==> config.mk <==
export PLATFORM = sky130hd
export DESIGN_NAME = xbin_rle_pair_decoder_top
export DESIGN_NICKNAME = d
export VERILOG_FILES = /design/src/hdl/xrle_pkg.sv /design/src/hdl/xrle_front.sv /design/src/hdl/xrle_queue.sv /design/src/hdl/xrle_back.sv /design/src/hdl/xbin_rle_pair_decoder_top.sv
export SDC_FILE = /design/constraint.sdc
export NUM_CORES = 1
export LEC_CHECK = 0
export ABC_AREA = 1
export BUFFER_PORTS_ARGS = -buffer_cell sky130_fd_sc_hd__buf_2
export CELL_PAD_IN_SITES_DETAIL_PLACEMENT = 1
export CELL_PAD_IN_SITES_GLOBAL_PLACEMENT = 1
export CORE_ASPECT_RATIO = 1.75
export CORE_UTILIZATION = 53
export CTS_BUF_LIST = sky130_fd_sc_hd__clkbuf_2
export CTS_CLUSTER_SIZE = 40
export DETAILED_ROUTE_END_ITERATION = 8
export HOLD_SLACK_MARGIN = 0.08
export PLACE_DENSITY_LB_ADDON = 0.12
export SLEW_MARGIN = 20
export SYNTH_ARGS = -nofsm -noshare
export SYNTH_HDL_FRONTEND = slang
export SYNTH_SLANG_ARGS = --single-unit
==> constraint.sdc <==
create_clock -name clk -period 8 [get_ports clk]
set_input_delay 1.2 -clock clk [delete_from_list [all_inputs] [get_ports clk]]
set_output_delay 1.2 -clock clk [all_outputs]
set_load 0.1 [all_outputs]
==> src/hdl/xrle_pkg.sv <==
// ----------------------------------------------------------------------------
// xrle_pkg
// Shared types and constants of the run-length pair decoder.
// ----------------------------------------------------------------------------
package xrle_pkg;

	localparam int unsigned PAIRS_W     = 24;
	localparam int unsigned RUN_LEN_W   = 6;
	localparam int unsigned COUNT_W     = RUN_LEN_W + 1;
	localparam int unsigned QUEUE_DEPTH = 4;
	localparam int unsigned QUEUE_AW    = $clog2(QUEUE_DEPTH);

	localparam logic [PAIRS_W-1:0] TOTAL_PAIRS_RESET = PAIRS_W'(2000);

	// run mode from the top two bits of a header byte
	typedef enum logic [1:0] {
		MODE_RAW,
		MODE_REP_CHAR,
		MODE_REP_ATTR,
		MODE_REP_BOTH
	} mode_t;

	// one command from the parser: emit count pairs of (char, attr)
	typedef struct packed {
		logic [7:0]         char_code;
		logic [7:0]         attribute;
		logic [COUNT_W-1:0] count;
		logic               run_end;
	} cmd_t;

endpackage

==> src/hdl/xrle_front.sv <==
// ----------------------------------------------------------------------------
// xrle_front
// Stream parser: walks header, repeat and literal bytes and turns every byte
// that yields pairs into one command for the emitter.
// ----------------------------------------------------------------------------
module xrle_front (
	input  logic               clk,
	input  logic               arst_n,
	input  logic               in_valid,
	output logic               in_ready,
	input  logic [7:0]         data_byte,
	input  logic               q_full,
	output logic               q_push,
	output xrle_pkg::cmd_t     q_cmd
);

	typedef enum logic [2:0] {
		PH_HEADER,
		PH_REP_CHAR,
		PH_REP_ATTR,
		PH_LIT_CHAR,
		PH_LIT_ATTR
	} phase_t;

	phase_t                            phase_q;
	xrle_pkg::mode_t                   mode_q;
	logic [xrle_pkg::COUNT_W-1:0]      remaining_q;
	logic [7:0]                        held_char_q;
	logic [7:0]                        held_attr_q;
	logic                              take;
	logic                              run_done;

	assign in_ready = !q_full;
	assign take     = in_valid && in_ready;
	assign run_done = (remaining_q <= xrle_pkg::COUNT_W'(1));

	always_comb begin
		q_push = 1'b0;
		q_cmd  = '{char_code: held_char_q, attribute: held_attr_q,
		           count: xrle_pkg::COUNT_W'(1), run_end: run_done};
		unique case (phase_q)
			PH_REP_ATTR: begin
				q_cmd.attribute = data_byte;
				q_cmd.count     = remaining_q;
				q_cmd.run_end   = 1'b1;
				q_push          = take && (mode_q == xrle_pkg::MODE_REP_BOTH);
			end
			PH_LIT_CHAR: begin
				q_cmd.char_code = data_byte;
				q_push          = take && (mode_q != xrle_pkg::MODE_RAW);
			end
			PH_LIT_ATTR: begin
				q_cmd.attribute = data_byte;
				q_push          = take;
			end
			default: begin
				q_push = 1'b0;
			end
		endcase
	end

	always_ff @(posedge clk or negedge arst_n) begin
		if (!arst_n) begin
			phase_q     <= PH_HEADER;
			mode_q      <= xrle_pkg::MODE_RAW;
			remaining_q <= '0;
			held_char_q <= '0;
			held_attr_q <= '0;
		end else if (take) begin
			unique case (phase_q)
				PH_HEADER: begin
					mode_q      <= xrle_pkg::mode_t'(data_byte[7:6]);
					remaining_q <= {1'b0, data_byte[xrle_pkg::RUN_LEN_W-1:0]}
					               + xrle_pkg::COUNT_W'(1);
					unique case (xrle_pkg::mode_t'(data_byte[7:6]))
						xrle_pkg::MODE_RAW:      phase_q <= PH_LIT_CHAR;
						xrle_pkg::MODE_REP_ATTR: phase_q <= PH_REP_ATTR;
						default:                 phase_q <= PH_REP_CHAR;
					endcase
				end
				PH_REP_CHAR: begin
					held_char_q <= data_byte;
					phase_q     <= (mode_q == xrle_pkg::MODE_REP_BOTH)
					               ? PH_REP_ATTR : PH_LIT_ATTR;
				end
				PH_REP_ATTR: begin
					held_attr_q <= data_byte;
					if (mode_q == xrle_pkg::MODE_REP_BOTH) begin
						remaining_q <= '0;
						phase_q     <= PH_HEADER;
					end else begin
						phase_q <= PH_LIT_CHAR;
					end
				end
				PH_LIT_CHAR: begin
					if (mode_q == xrle_pkg::MODE_RAW) begin
						held_char_q <= data_byte;
						phase_q     <= PH_LIT_ATTR;
					end else begin
						if (remaining_q != '0) remaining_q <= remaining_q - 1'b1;
						phase_q <= run_done ? PH_HEADER : PH_LIT_CHAR;
					end
				end
				PH_LIT_ATTR: begin
					if (remaining_q != '0) remaining_q <= remaining_q - 1'b1;
					priority if (run_done)                    phase_q <= PH_HEADER;
					else if (mode_q == xrle_pkg::MODE_RAW)    phase_q <= PH_LIT_CHAR;
					else                                      phase_q <= PH_LIT_ATTR;
				end
				default: begin
					phase_q <= PH_HEADER;
				end
			endcase
		end
	end

endmodule

==> src/hdl/xrle_queue.sv <==
// ----------------------------------------------------------------------------
// xrle_queue
// Small command queue between the parser and the pair emitter.
// ----------------------------------------------------------------------------
module xrle_queue (
	input  logic               clk,
	input  logic               arst_n,
	input  logic               push,
	input  xrle_pkg::cmd_t     push_cmd,
	input  logic               pop,
	output xrle_pkg::cmd_t     pop_cmd,
	output logic               full,
	output logic               empty
);

	xrle_pkg::cmd_t                    mem_q [xrle_pkg::QUEUE_DEPTH];
	logic [xrle_pkg::QUEUE_AW-1:0]     wr_ptr_q;
	logic [xrle_pkg::QUEUE_AW-1:0]     rd_ptr_q;
	logic [xrle_pkg::QUEUE_AW:0]       fill_q;

	assign full    = (fill_q == (xrle_pkg::QUEUE_AW+1)'(xrle_pkg::QUEUE_DEPTH));
	assign empty   = (fill_q == '0);
	assign pop_cmd = mem_q[rd_ptr_q];

	always_ff @(posedge clk) begin
		if (push) begin
			mem_q[wr_ptr_q] <= push_cmd;
		end
	end

	always_ff @(posedge clk or negedge arst_n) begin
		if (!arst_n) begin
			wr_ptr_q <= '0;
			rd_ptr_q <= '0;
			fill_q   <= '0;
		end else begin
			if (push) wr_ptr_q <= wr_ptr_q + 1'b1;
			if (pop)  rd_ptr_q <= rd_ptr_q + 1'b1;
			unique case ({push, pop})
				2'b10:   fill_q <= fill_q + 1'b1;
				2'b01:   fill_q <= fill_q - 1'b1;
				default: fill_q <= fill_q;
			endcase
		end
	end

endmodule

==> src/hdl/xrle_back.sv <==
// ----------------------------------------------------------------------------
// xrle_back
// Pair emitter: runs queued commands one pair per cycle while out_ready
// allows, counts pairs against the image size and drops what overflows it.
// ----------------------------------------------------------------------------
module xrle_back (
	input  logic                          clk,
	input  logic                          arst_n,
	input  logic                          q_empty,
	input  xrle_pkg::cmd_t                q_cmd,
	output logic                          q_pop,
	input  logic [xrle_pkg::PAIRS_W-1:0]  total_pairs,
	output logic                          out_valid,
	input  logic                          out_ready,
	output logic [7:0]                    char_code,
	output logic [7:0]                    attribute,
	output logic                          run_last,
	output logic                          image_last
);

	logic                              active_q;
	xrle_pkg::cmd_t                    cmd_q;
	logic [xrle_pkg::COUNT_W-1:0]      count_q;
	logic [xrle_pkg::PAIRS_W-1:0]      pairs_done_q;
	logic [xrle_pkg::PAIRS_W-1:0]      pairs_next;
	logic                              out_valid_q;
	logic                              step;
	logic                              img_full;
	logic                              fill;
	logic                              cmd_last;
	logic                              emit;

	assign q_pop      = !active_q && !q_empty;
	assign step       = active_q && (!out_valid_q || out_ready);
	assign img_full   = (pairs_done_q >= total_pairs);
	assign pairs_next = pairs_done_q + 1'b1;
	assign fill       = (pairs_next == total_pairs);
	assign cmd_last   = (count_q == xrle_pkg::COUNT_W'(1));
	assign emit       = step && !img_full;
	assign out_valid  = out_valid_q;

	always_ff @(posedge clk or negedge arst_n) begin
		if (!arst_n) begin
			active_q     <= 1'b0;
			count_q      <= '0;
			pairs_done_q <= '0;
			out_valid_q  <= 1'b0;
		end else begin
			if (out_ready) out_valid_q <= 1'b0;
			if (q_pop) begin
				active_q <= 1'b1;
				count_q  <= q_cmd.count;
			end else if (step) begin
				if (img_full) begin
					// image already full: drop the rest of this command
					active_q <= 1'b0;
					if (cmd_q.run_end) pairs_done_q <= '0;
				end else begin
					out_valid_q <= 1'b1;
					count_q     <= count_q - 1'b1;
					if (cmd_last) active_q <= 1'b0;
					if (cmd_last && cmd_q.run_end && fill) begin
						pairs_done_q <= '0;
					end else begin
						pairs_done_q <= pairs_next;
					end
				end
			end
		end
	end

	always_ff @(posedge clk) begin
		if (q_pop) begin
			cmd_q <= q_cmd;
		end
		if (emit) begin
			char_code  <= cmd_q.char_code;
			attribute  <= cmd_q.attribute;
			run_last   <= cmd_last || fill;
			image_last <= fill;
		end
	end

endmodule

==> src/hdl/xbin_rle_pair_decoder_top.sv <==
// ----------------------------------------------------------------------------
// xbin_rle_pair_decoder_top
// Run-length decoder for text-mode images: compressed bytes in,
// character/attribute pairs out.
// ----------------------------------------------------------------------------
// Usage:
//   in channel  (in_valid/in_ready, data_byte): one compressed byte per
//   transaction. Header, mode-0 character and repeat bytes give no pair,
//   save the mode-3 repeat attribute byte, which gives the whole run.
//   out channel (out_valid/out_ready): one pair per transaction, run_last on
//   the last pair a byte causes, image_last on the pair that fills the image.
//   cfg channel (cfg_valid/cfg_ready, cfg_data): image size in pairs; write
//   only while idle. cfg_ready is always high.
//   Throughput: a byte is taken each cycle while the four-entry command queue
//   has room; the emitter loads one command at a time and emits its pairs
//   one per cycle while out_ready allows, loading the next command only
//   after the last pair of the current one.
//   Pairs past the image size are dropped; the count restarts at the end of
//   the run that filled the image.
//   Reset clears parser, queue and pair count; image size returns to 2000.
//   A stalled receiver holds the output register; the queue absorbs up to
//   four more commands before in_ready drops.
// ----------------------------------------------------------------------------
module xbin_rle_pair_decoder_top (
	input  logic        clk,
	input  logic        arst_n,
	input  logic        in_valid,
	output logic        in_ready,
	input  logic [7:0]  data_byte,
	input  logic        cfg_valid,
	output logic        cfg_ready,
	input  logic [23:0] cfg_data,
	output logic        out_valid,
	input  logic        out_ready,
	output logic [7:0]  char_code,
	output logic [7:0]  attribute,
	output logic        run_last,
	output logic        image_last
);

	logic [xrle_pkg::PAIRS_W-1:0]  total_pairs_q;
	logic                          q_push;
	logic                          q_pop;
	logic                          q_full;
	logic                          q_empty;
	xrle_pkg::cmd_t                push_cmd;
	xrle_pkg::cmd_t                pop_cmd;

	assign cfg_ready = 1'b1;

	always_ff @(posedge clk or negedge arst_n) begin
		if (!arst_n) begin
			total_pairs_q <= xrle_pkg::TOTAL_PAIRS_RESET;
		end else if (cfg_valid && cfg_ready) begin
			total_pairs_q <= cfg_data;
		end
	end

	xrle_front u_front (
		.clk       (clk),
		.arst_n    (arst_n),
		.in_valid  (in_valid),
		.in_ready  (in_ready),
		.data_byte (data_byte),
		.q_full    (q_full),
		.q_push    (q_push),
		.q_cmd     (push_cmd)
	);

	xrle_queue u_queue (
		.clk      (clk),
		.arst_n   (arst_n),
		.push     (q_push),
		.push_cmd (push_cmd),
		.pop      (q_pop),
		.pop_cmd  (pop_cmd),
		.full     (q_full),
		.empty    (q_empty)
	);

	xrle_back u_back (
		.clk         (clk),
		.arst_n      (arst_n),
		.q_empty     (q_empty),
		.q_cmd       (pop_cmd),
		.q_pop       (q_pop),
		.total_pairs (total_pairs_q),
		.out_valid   (out_valid),
		.out_ready   (out_ready),
		.char_code   (char_code),
		.attribute   (attribute),
		.run_last    (run_last),
		.image_last  (image_last)
	);

	a_no_push_full: assert property (@(posedge clk) disable iff (!arst_n)
		!(q_push && q_full))
		else $error("command pushed into full queue");

	a_no_pop_empty: assert property (@(posedge clk) disable iff (!arst_n)
		q_pop |-> !q_empty)
		else $error("command popped from empty queue");

	a_image_ends_run: assert property (@(posedge clk) disable iff (!arst_n)
		(out_valid && image_last) |-> run_last)
		else $error("image_last without run_last");

	a_push_on_accept: assert property (@(posedge clk) disable iff (!arst_n)
		q_push |-> (in_valid && in_ready))
		else $error("command pushed without an input transaction");

endmodule
# Yosys cells after proc, flatten, opt, wreduce, memory -nomap -nowiden
# Memories as Yosys holds them, arrays and structs flattened.
# Cells that the tools add are included.
totals:
  reg_bits: 127
  mem_bits_rw: 96
  in_bits: 37
  output_inout_bits: 21
  wordCells: 117
  memories: 1
memory_table:
  columns: ["memory", "words", "word_bits", "read_ports", "rd_clocked_by_memory_dff", "wr", "line", "rtl"]
  rows:
  - ["u_queue.mem_q", 4, 24, 1, 0, 1, "xrle_queue.sv:16", "xrle_pkg::cmd_t mem_q [xrle_pkg::QUEUE_DEPTH];"]
classes:
  n_addsub: 8
  n_lt_le_gt_ge: 2
  n_eq_ne: 16
  n_mux: 35
  n_bitwise: 1
  reduce_logical: 34
op_table:
  columns: ["operator", "n"]
  rows:
  - ["two-way mux 24 bit", 3]
  - ["two-way mux 7 bit", 6]
  - ["two-way mux 8 bit", 4]
  - ["one-hot mux 7 bit (4 select lines)", 1]
  - ["adder 24 x 1 -> 24 bit, second input constant", 1]
  - ["equality test 24 bit", 1]
  - ["greater-or-equal comparator 24 bit", 1]
  - ["one-hot mux 8 bit (2 select lines)", 1]
  - ["one-hot mux 3 bit (5 select lines)", 1]
  - ["subtractor 7 x 1 -> 7 bit, second input constant", 2]
  - ["two-way mux 3 bit", 4]
  - ["two-way mux 1 bit", 10]
  - ["logical AND 1 bit", 8]
  - ["!= test 2 x 1 -> 1 bit, second input constant", 4]
  - ["AND reduction 2 bit", 4]
  - ["nonzero test 2 bit", 4]
  - ["adder 6 x 1 -> 7 bit, second input constant", 1]
  - ["equality test 7 x 1 -> 1 bit, second input constant", 1]
  - ["less-or-equal comparator 7 x 1 -> 1 bit, second input constant", 1]
  - ["nonzero test 7 bit", 1]
  - ["equality test 2 bit, second input constant", 3]
  - ["equality test 3 x 2 -> 1 bit, second input constant", 2]
  - ["equality test 3 bit, second input constant", 2]
  - ["logical NOT 3 bit", 2]
  - ["19 further kinds", 28]

# Longest topological paths before layout
logic_depth:
  ltp_word: 7
  mapped_depth: 17
  depth_no_buf: 16

# Hierarchy
# A second synthesis with hierarchy kept.
hier_totals:
  cells_unflattened: 1335
  area_unflattened_um2: 11693.7
modules_own_cells:
  columns: ["module", "instances", "cells_per_inst", "area_per_inst_um2", "seq_area_each_um2"]
  rows:
  - ["xrle_back", 1, 631, 4549.4, 1876.8]
  - ["xrle_queue", 1, 329, 4327.9, 3057.9]
  - ["xrle_front", 1, 271, 1823.0, 700.7]
  - ["xbin_rle_pair_decoder_top", 1, 104, 993.5, 608.1]

# Worst setup path before layout
# OpenSTA, ideal clock, no wires.
synth_timing:
  kind: "register to register"
  start: "register u_queue.fill_q[0] (netlist name)"
  end: "memory u_queue.mem_q[0][0] (netlist name) (enable)"
  setup_time_ns: 0.405
  t_arrival_ns: 2.781
  required_ns: 7.595
  path_slack_ns: 4.814
  path_stages_with_launch: 7
  n_path_buf: 0
  period_less_slack_ns: 3.186
  cell_sequence: "dfrtp_1 > inv_1 > nand3_1 > nand2_1 > clkinv_1 > o31ai_2 > nor2_1"
synth_via:
  elab_chain_len: 7
  word_cells_on_any_way: 8
  classes_between: "eq/ne: 1; mux: 3; reduce/logical: 4"
synth_rtl:
  columns: ["element", "line", "rtl"]
  rows:
  - ["from (decl)", "xrle_queue.sv:19", "logic [xrle_pkg::QUEUE_AW:0] fill_q;"]
  - ["from (signal assigned)", "xrle_queue.sv:40", "2'b10: fill_q <= fill_q + 1'b1;"]
  - ["from (signal assigned)", "xrle_queue.sv:41", "2'b01: fill_q <= fill_q - 1'b1;"]
  - ["from (signal assigned)", "xrle_queue.sv:42", "default: fill_q <= fill_q;"]
  - ["equality test 3 bit (*)", "xrle_queue.sv:21", "assign full = (fill_q == (xrle_pkg::QUEUE_AW+1)'(xrle_pkg::QUEUE_DEPTH));"]
  - ["logical NOT 1 bit (*)", "xrle_front.sv:33", "assign in_ready = !q_full;"]
  - ["named net in_ready", "xbin_rle_pair_decoder_top.sv:28", "output logic in_ready,"]
  - ["logical AND 1 bit (*)", "xrle_front.sv:34", "assign take = in_valid && in_ready;"]
  - ["logical AND 1 bit, on equally long branches", "xrle_front.sv:50, xrle_front.sv:46", null]
  - ["one-hot mux 1 bit (3 select lines) (*)", "xrle_front.sv:41", "unique case (phase_q)"]
  - ["two-way mux 1 bit (*)", "xrle_queue.sv:26", "if (push) begin"]
  - ["two-way mux 1 bit (not written as such) (*)", "xrle_queue.sv:27", "mem_q[wr_ptr_q] <= push_cmd;"]
  - ["to (decl)", "xrle_queue.sv:16", null]
# The timed path passes the listed nets; every way through them passes the cells marked *.

# Final worst setup path
layout_timing:
  start: "register u_back.pairs_done_q[17] (netlist name)"
  end: "register u_back.run_last (enable)"
layout_via:
  elab_chain_len: 3
layout_rtl:
  columns: ["element", "line", "rtl"]
  rows:
  - ["from (decl)", "xrle_back.sv:24", "logic [xrle_pkg::PAIRS_W-1:0] pairs_done_q;"]
  - ["from (signal assigned)", "xrle_back.sv:65", "pairs_done_q <= pairs_next;"]
  - ["greater-or-equal comparator 24 bit", "xrle_back.sv:35", "assign img_full = (pairs_done_q >= total_pairs);"]
  - ["logical NOT 1 bit", "xrle_back.sv:39", "assign emit = step && !img_full;"]
  - ["logical AND 1 bit", "xrle_back.sv:39", null]
  - ["named net u_back.emit", "xrle_back.sv:31", "logic emit;"]
  - ["to (signal assigned)", "xrle_back.sv:79", "run_last <= cmd_last || fill;"]
  - ["to (decl)", "xrle_back.sv:17", "output logic run_last,"]
# The timed path passes the listed nets, and every way through them passes these cells.
# A chain may end at the register's enable or synchronous reset.

==> results by stage <==
Clock network:
- Hold repair after CTS inserted 0 buffers.
- The clock tree root buffer cell is sky130_fd_sc_hd__clkbuf_2.
- The post-CTS resize count is 0.
- Clock tree synthesis found a total of 223 sinks.
- In this run the number of H-tree levels came out at 2.
- Counting the buffers created by CTS gives 52.
- In this run the post-CTS setup repair buffer count came out at 0.
- Clock latency on the worst-skew pair, taken at its later pin, is 0.88 ns.
- The maximum clock insertion buffer count is 3.
- TritonCTS built the clock tree.
- The clock-pin slew reported for the worst setup and hold paths after clock tree synthesis is 0.12 ns.

Worst setup path:
- The worst setup path is captured at a flop.
- Of all nets on the critical path, the largest fanout is 18.
- The worst setup path is of the flop to flop kind.
- Data on the critical path arrives at its endpoint at 3.92 ns.
- The worst setup path is launched from a flop.
- The data required time of the worst path is 8.48 ns.

Timing:
- Setup repair after global routing left no endpoint under its margin.
- At the pin with the least slew margin, the transition time is 0.9601 ns.
- For this run, the top clock speed supported by timing is 0.2907 GHz.
- The worst relative slew slack is 36.00%.
- Clock skew on the completed layout was measured at 0.08058 ns.
- The number of hold violations in the final report is 0.
- The worst path in the final design needs a cycle of 3.440 ns, including I/O delays and setup.
- After layout, the worst path uses 43.00% of the clock period.
- The setup violation total in the final timing report is 0.
- Once routing completed, OpenROAD measured the worst setup slack at 4.560 ns.
- In the final timing run, aggregate negative setup slack is 0 ns.
- The count of final max-slew check failures is 0.
- Hold is met by 0.2548 ns.

Power:
- The design draws 3.930 mW.
- Across the VDD grid, the largest voltage drop is 0.0001958 V.
- In this run the static leakage power is 5.365 nW.
- Power spread over the standard cell area amounts to 329.1 nW/um^2.

Yosys:
- The top cell type's share of synthesized area is 36.13%.
- The proportion of synthesized area in mux cells is 0.2068%.
- After synthesis, the largest family of logic cells by area is simple AND/OR/NAND/NOR gates.
- The post-synthesis sequential element count is 223.
- The net count after synthesis is 1,262.
- In the synthesized netlist the dominant register cell turns out to be sky130_fd_sc_hd__edfxtp_1.
- The post-synthesis compound-gate area fraction is 9.733%.
- The warning count from the yosys run is 0.
- The share of synthesized flip-flops with an asynchronous set or reset is 41.26%.
- By area the synthesized netlist is led by sky130_fd_sc_hd__edfxtp_1, sky130_fd_sc_hd__dfrtp_1, sky130_fd_sc_hd__nand2_1, sky130_fd_sc_hd__o21ai_0, sky130_fd_sc_hd__nor2_1.
- The most frequent cell after synthesis is sky130_fd_sc_hd__nand2_1.
- Summed over all instances, the cell type with the most area after synthesis is sky130_fd_sc_hd__edfxtp_1.
- Counting distinct cell types in the post-synthesis netlist gives 46.
- Counting instances in the post-synthesis netlist gives the leading cell types as sky130_fd_sc_hd__nand2_1, sky130_fd_sc_hd__edfxtp_1, sky130_fd_sc_hd__o21ai_0.
- Summing the areas of all and, or, nand and nor instances in the mapped netlist gives 21.20% of the synthesized area.
- Of the total synthesized cell area, the portion taken by XOR and XNOR cells is 1.540%.
- After synthesis, the mean cell area works out to 9.157 sq um.
- The number of enable-type register cells in the synthesized netlist is 131.
- The summed instance area of the synthesized netlist is 10,890 sq um.
- The adder-cell share of the synthesized area is 4.206%.
- The share of the Yosys chip area taken by registers is 57.34%.
- Synthesis produced 1,189 cells.

Route:
- The number of iterations in the first detailed-routing pass is 4.
- The number of design rule violations left after detail routing is 0.
- The routed design has 29,580 um of wire.
- For this block, the initial DRC count from the detailed router was 293.
- After detailed routing, the number of vias per cell comes to 5.529.
- The post-detailed-route count of antenna-violating nets is 0.
- The overall via count from detail_route is 8,664.
- The average detailed-routed wire length per instance is 18.88 um.

Global route:
- Global routing used 29.73% of the available tracks across all layers.
- The initial antenna violation count is 2.
- The number of global-route vias before repair came to 9,439.
- The pin count of the biggest net entering global routing is 68.
- The total global routing overflow is 0.
- The wire length of the first global-routing pass is 46,930 um.

Floorplan:
- The die outline width is 110.3 um.
- The standard cell core area is 20,200 sq um.
- The number of top-level pins is 58.
- The floorplan step defined a die boundary enclosing 21,140 sq um.
- Once the floorplan was initialized, standard cells occupied 53.90% of the core.
- The vertical extent of the die is 191.6 um.
- The number of placement rows is 69.

Layout:
- The final non-filler cell total is 1,567.
- At the end of the flow the core is filled with cells to 59.12%.
- The number of nets in the layout is 1,347.
- The fraction of final layout cells sized beyond drive strength 1 is 14.50%.
- The final standard cell area without fillers is 11,940 sq um.
- From synthesis to final layout, the design area changed by 9.699%.

Place:
- The half-perimeter wire length after placement is 21,460 um.
- Buffers placed on the I/O ports in this run total 56.
- At the end of routability-driven placement, the weighted congestion stood at 0.8653.
- The number of placed instances, taps included, is 1,468.
- Once placement finished, the instance area stood at 11,420 sq um.
- OpenSTA, run right after detailed placement, puts the worst setup slack at 4.501 ns.

Worst hold path:
- The min-delay analysis places its worst path in the category primary input to async pin.

Run status:
- The run finished with clean final reports.

Run:
- The count of max-cap constraint violations is 0.
critical path: stages, from the launching register on:
cell and delay [ns]:
sky130_fd_sc_hd__dfrtp_1 0.48, sky130_fd_sc_hd__ha_1 0.33, sky130_fd_sc_hd__a21oi_1 0.15, sky130_fd_sc_hd__o21ai_0 0.10
sky130_fd_sc_hd__nand2_1 0.07, sky130_fd_sc_hd__nand3_1 0.13, sky130_fd_sc_hd__a21oi_1 0.26, sky130_fd_sc_hd__nand3_1 0.53
sky130_fd_sc_hd__buf_4 0.42, sky130_fd_sc_hd__inv_1 0.57
cell families (layout without fill, tap and decap cells):
kind of cell | count (synthesis) | after routing
AND/OR/NAND/NOR | 555 | 555
flip-flops | 223 | 223
AO/OA/AOI/OAI | 196 | 196
buffers and inverters | 160 | 288
adder cells (fa/ha/maj) | 36 | 36
XOR/XNOR | 16 | 16
multiplexers | 2 | 2
other | 1 | 3
registers in the layout, summed over array words and instances (netlist names):
signal,flops
u_queue.mem_q,96
u_back.count_q,7
u_queue.fill_q,3
u_back.active_q,1
u_front.mode_q,2
u_back.out_valid,1
u_back.char_code,8
u_front.held_char_q,8
u_queue.rd_ptr_q,2
total_pairs_q,24
u_front.phase_q,3
u_back.image_last,1
u_back.attribute,8
u_front.remaining_q,7
u_back.cmd_q,17
u_queue.wr_ptr_q,2
u_front.held_attr_q,8
u_back.run_last,1
u_back.pairs_done_q,24
area by class of cell:
type | instances | area [sq um]
Antenna cell | 2 | 5.005
Clock buffer | 70 | 350.3
Clock inverter | 27 | 167.7
Fill cell | 2427 | 8258
Inverter | 125 | 469.2
Multi-Input combinational cell | 806 | 4040
Sequential cell | 223 | 6243
Tap cell | 248 | 310.3
Timing Repair Buffer | 66 | 357.8
power breakdown:
group | internal [mW] | total [mW] | leakage (nW) | switching (mW)
registers | 1.54 | 1.67 | 2.37 | 0.127
logic | 0.358 | 1.47 | 2.62 | 1.11
clock network | 0.310 | 0.788 | 0.377 | 0.478
total | 2.21 | 3.93 | 5.36 | 1.72
layout by cell type, fill, tap and decap left out, types with 3 or more instances in the layout:
cell,netlist,final
sky130_fd_sc_hd__a21oi_1,24,24
sky130_fd_sc_hd__buf_2,1,55
sky130_fd_sc_hd__buf_4,2,11
sky130_fd_sc_hd__clkbuf_2,0,70
sky130_fd_sc_hd__clkinv_1,3,20
sky130_fd_sc_hd__clkinv_2,0,7
sky130_fd_sc_hd__dfrtp_1,86,86
sky130_fd_sc_hd__dfstp_2,6,6
sky130_fd_sc_hd__edfxtp_1,131,131
sky130_fd_sc_hd__ha_1,35,35
sky130_fd_sc_hd__inv_1,119,119
sky130_fd_sc_hd__inv_2,3,3
sky130_fd_sc_hd__nand2_1,327,327
sky130_fd_sc_hd__nand2_2,7,7
sky130_fd_sc_hd__nand3_1,59,59
sky130_fd_sc_hd__nand3_2,3,3
sky130_fd_sc_hd__nand4_1,8,8
sky130_fd_sc_hd__nor2_1,128,124
sky130_fd_sc_hd__nor2_2,8,12
sky130_fd_sc_hd__nor2_4,4,4
sky130_fd_sc_hd__nor3_1,5,5
sky130_fd_sc_hd__o21ai_0,131,131
sky130_fd_sc_hd__o22ai_1,24,24
sky130_fd_sc_hd__xnor2_1,4,4
sky130_fd_sc_hd__xor2_1,10,10
worst paths after layout:
kind | start | endpoint | slack [ns] | cells after the start
min in group clk | u_back.cmd_q[11] | u_back.attribute[3] | 0.43 | 0
max reg2reg | u_back.pairs_done_q[17] | u_back.run_last | 4.56 | 9
max | u_back.pairs_done_q[17] | u_back.run_last | 4.56 | 9
min reg2reg | u_back.cmd_q[11] | u_back.attribute[3] | 0.43 | 0
max in group asynchronous | arst_n | u_front.mode_q[0] | 6.43 | 2
min | arst_n | total_pairs_q[2] | 0.25 | 1
routing by layer:
metal	track usage [%]	share of wire [%]	up-vias	wire, um
li1	-	-	4138	-
met1	29.94	36	4250	10730
met2	54.71	55	184	16210
met3	5.294	3.7	92	1082
met4	18.72	5.3	0	1564
met5	0	0	-	0
(Power assumes the default switching activity.)
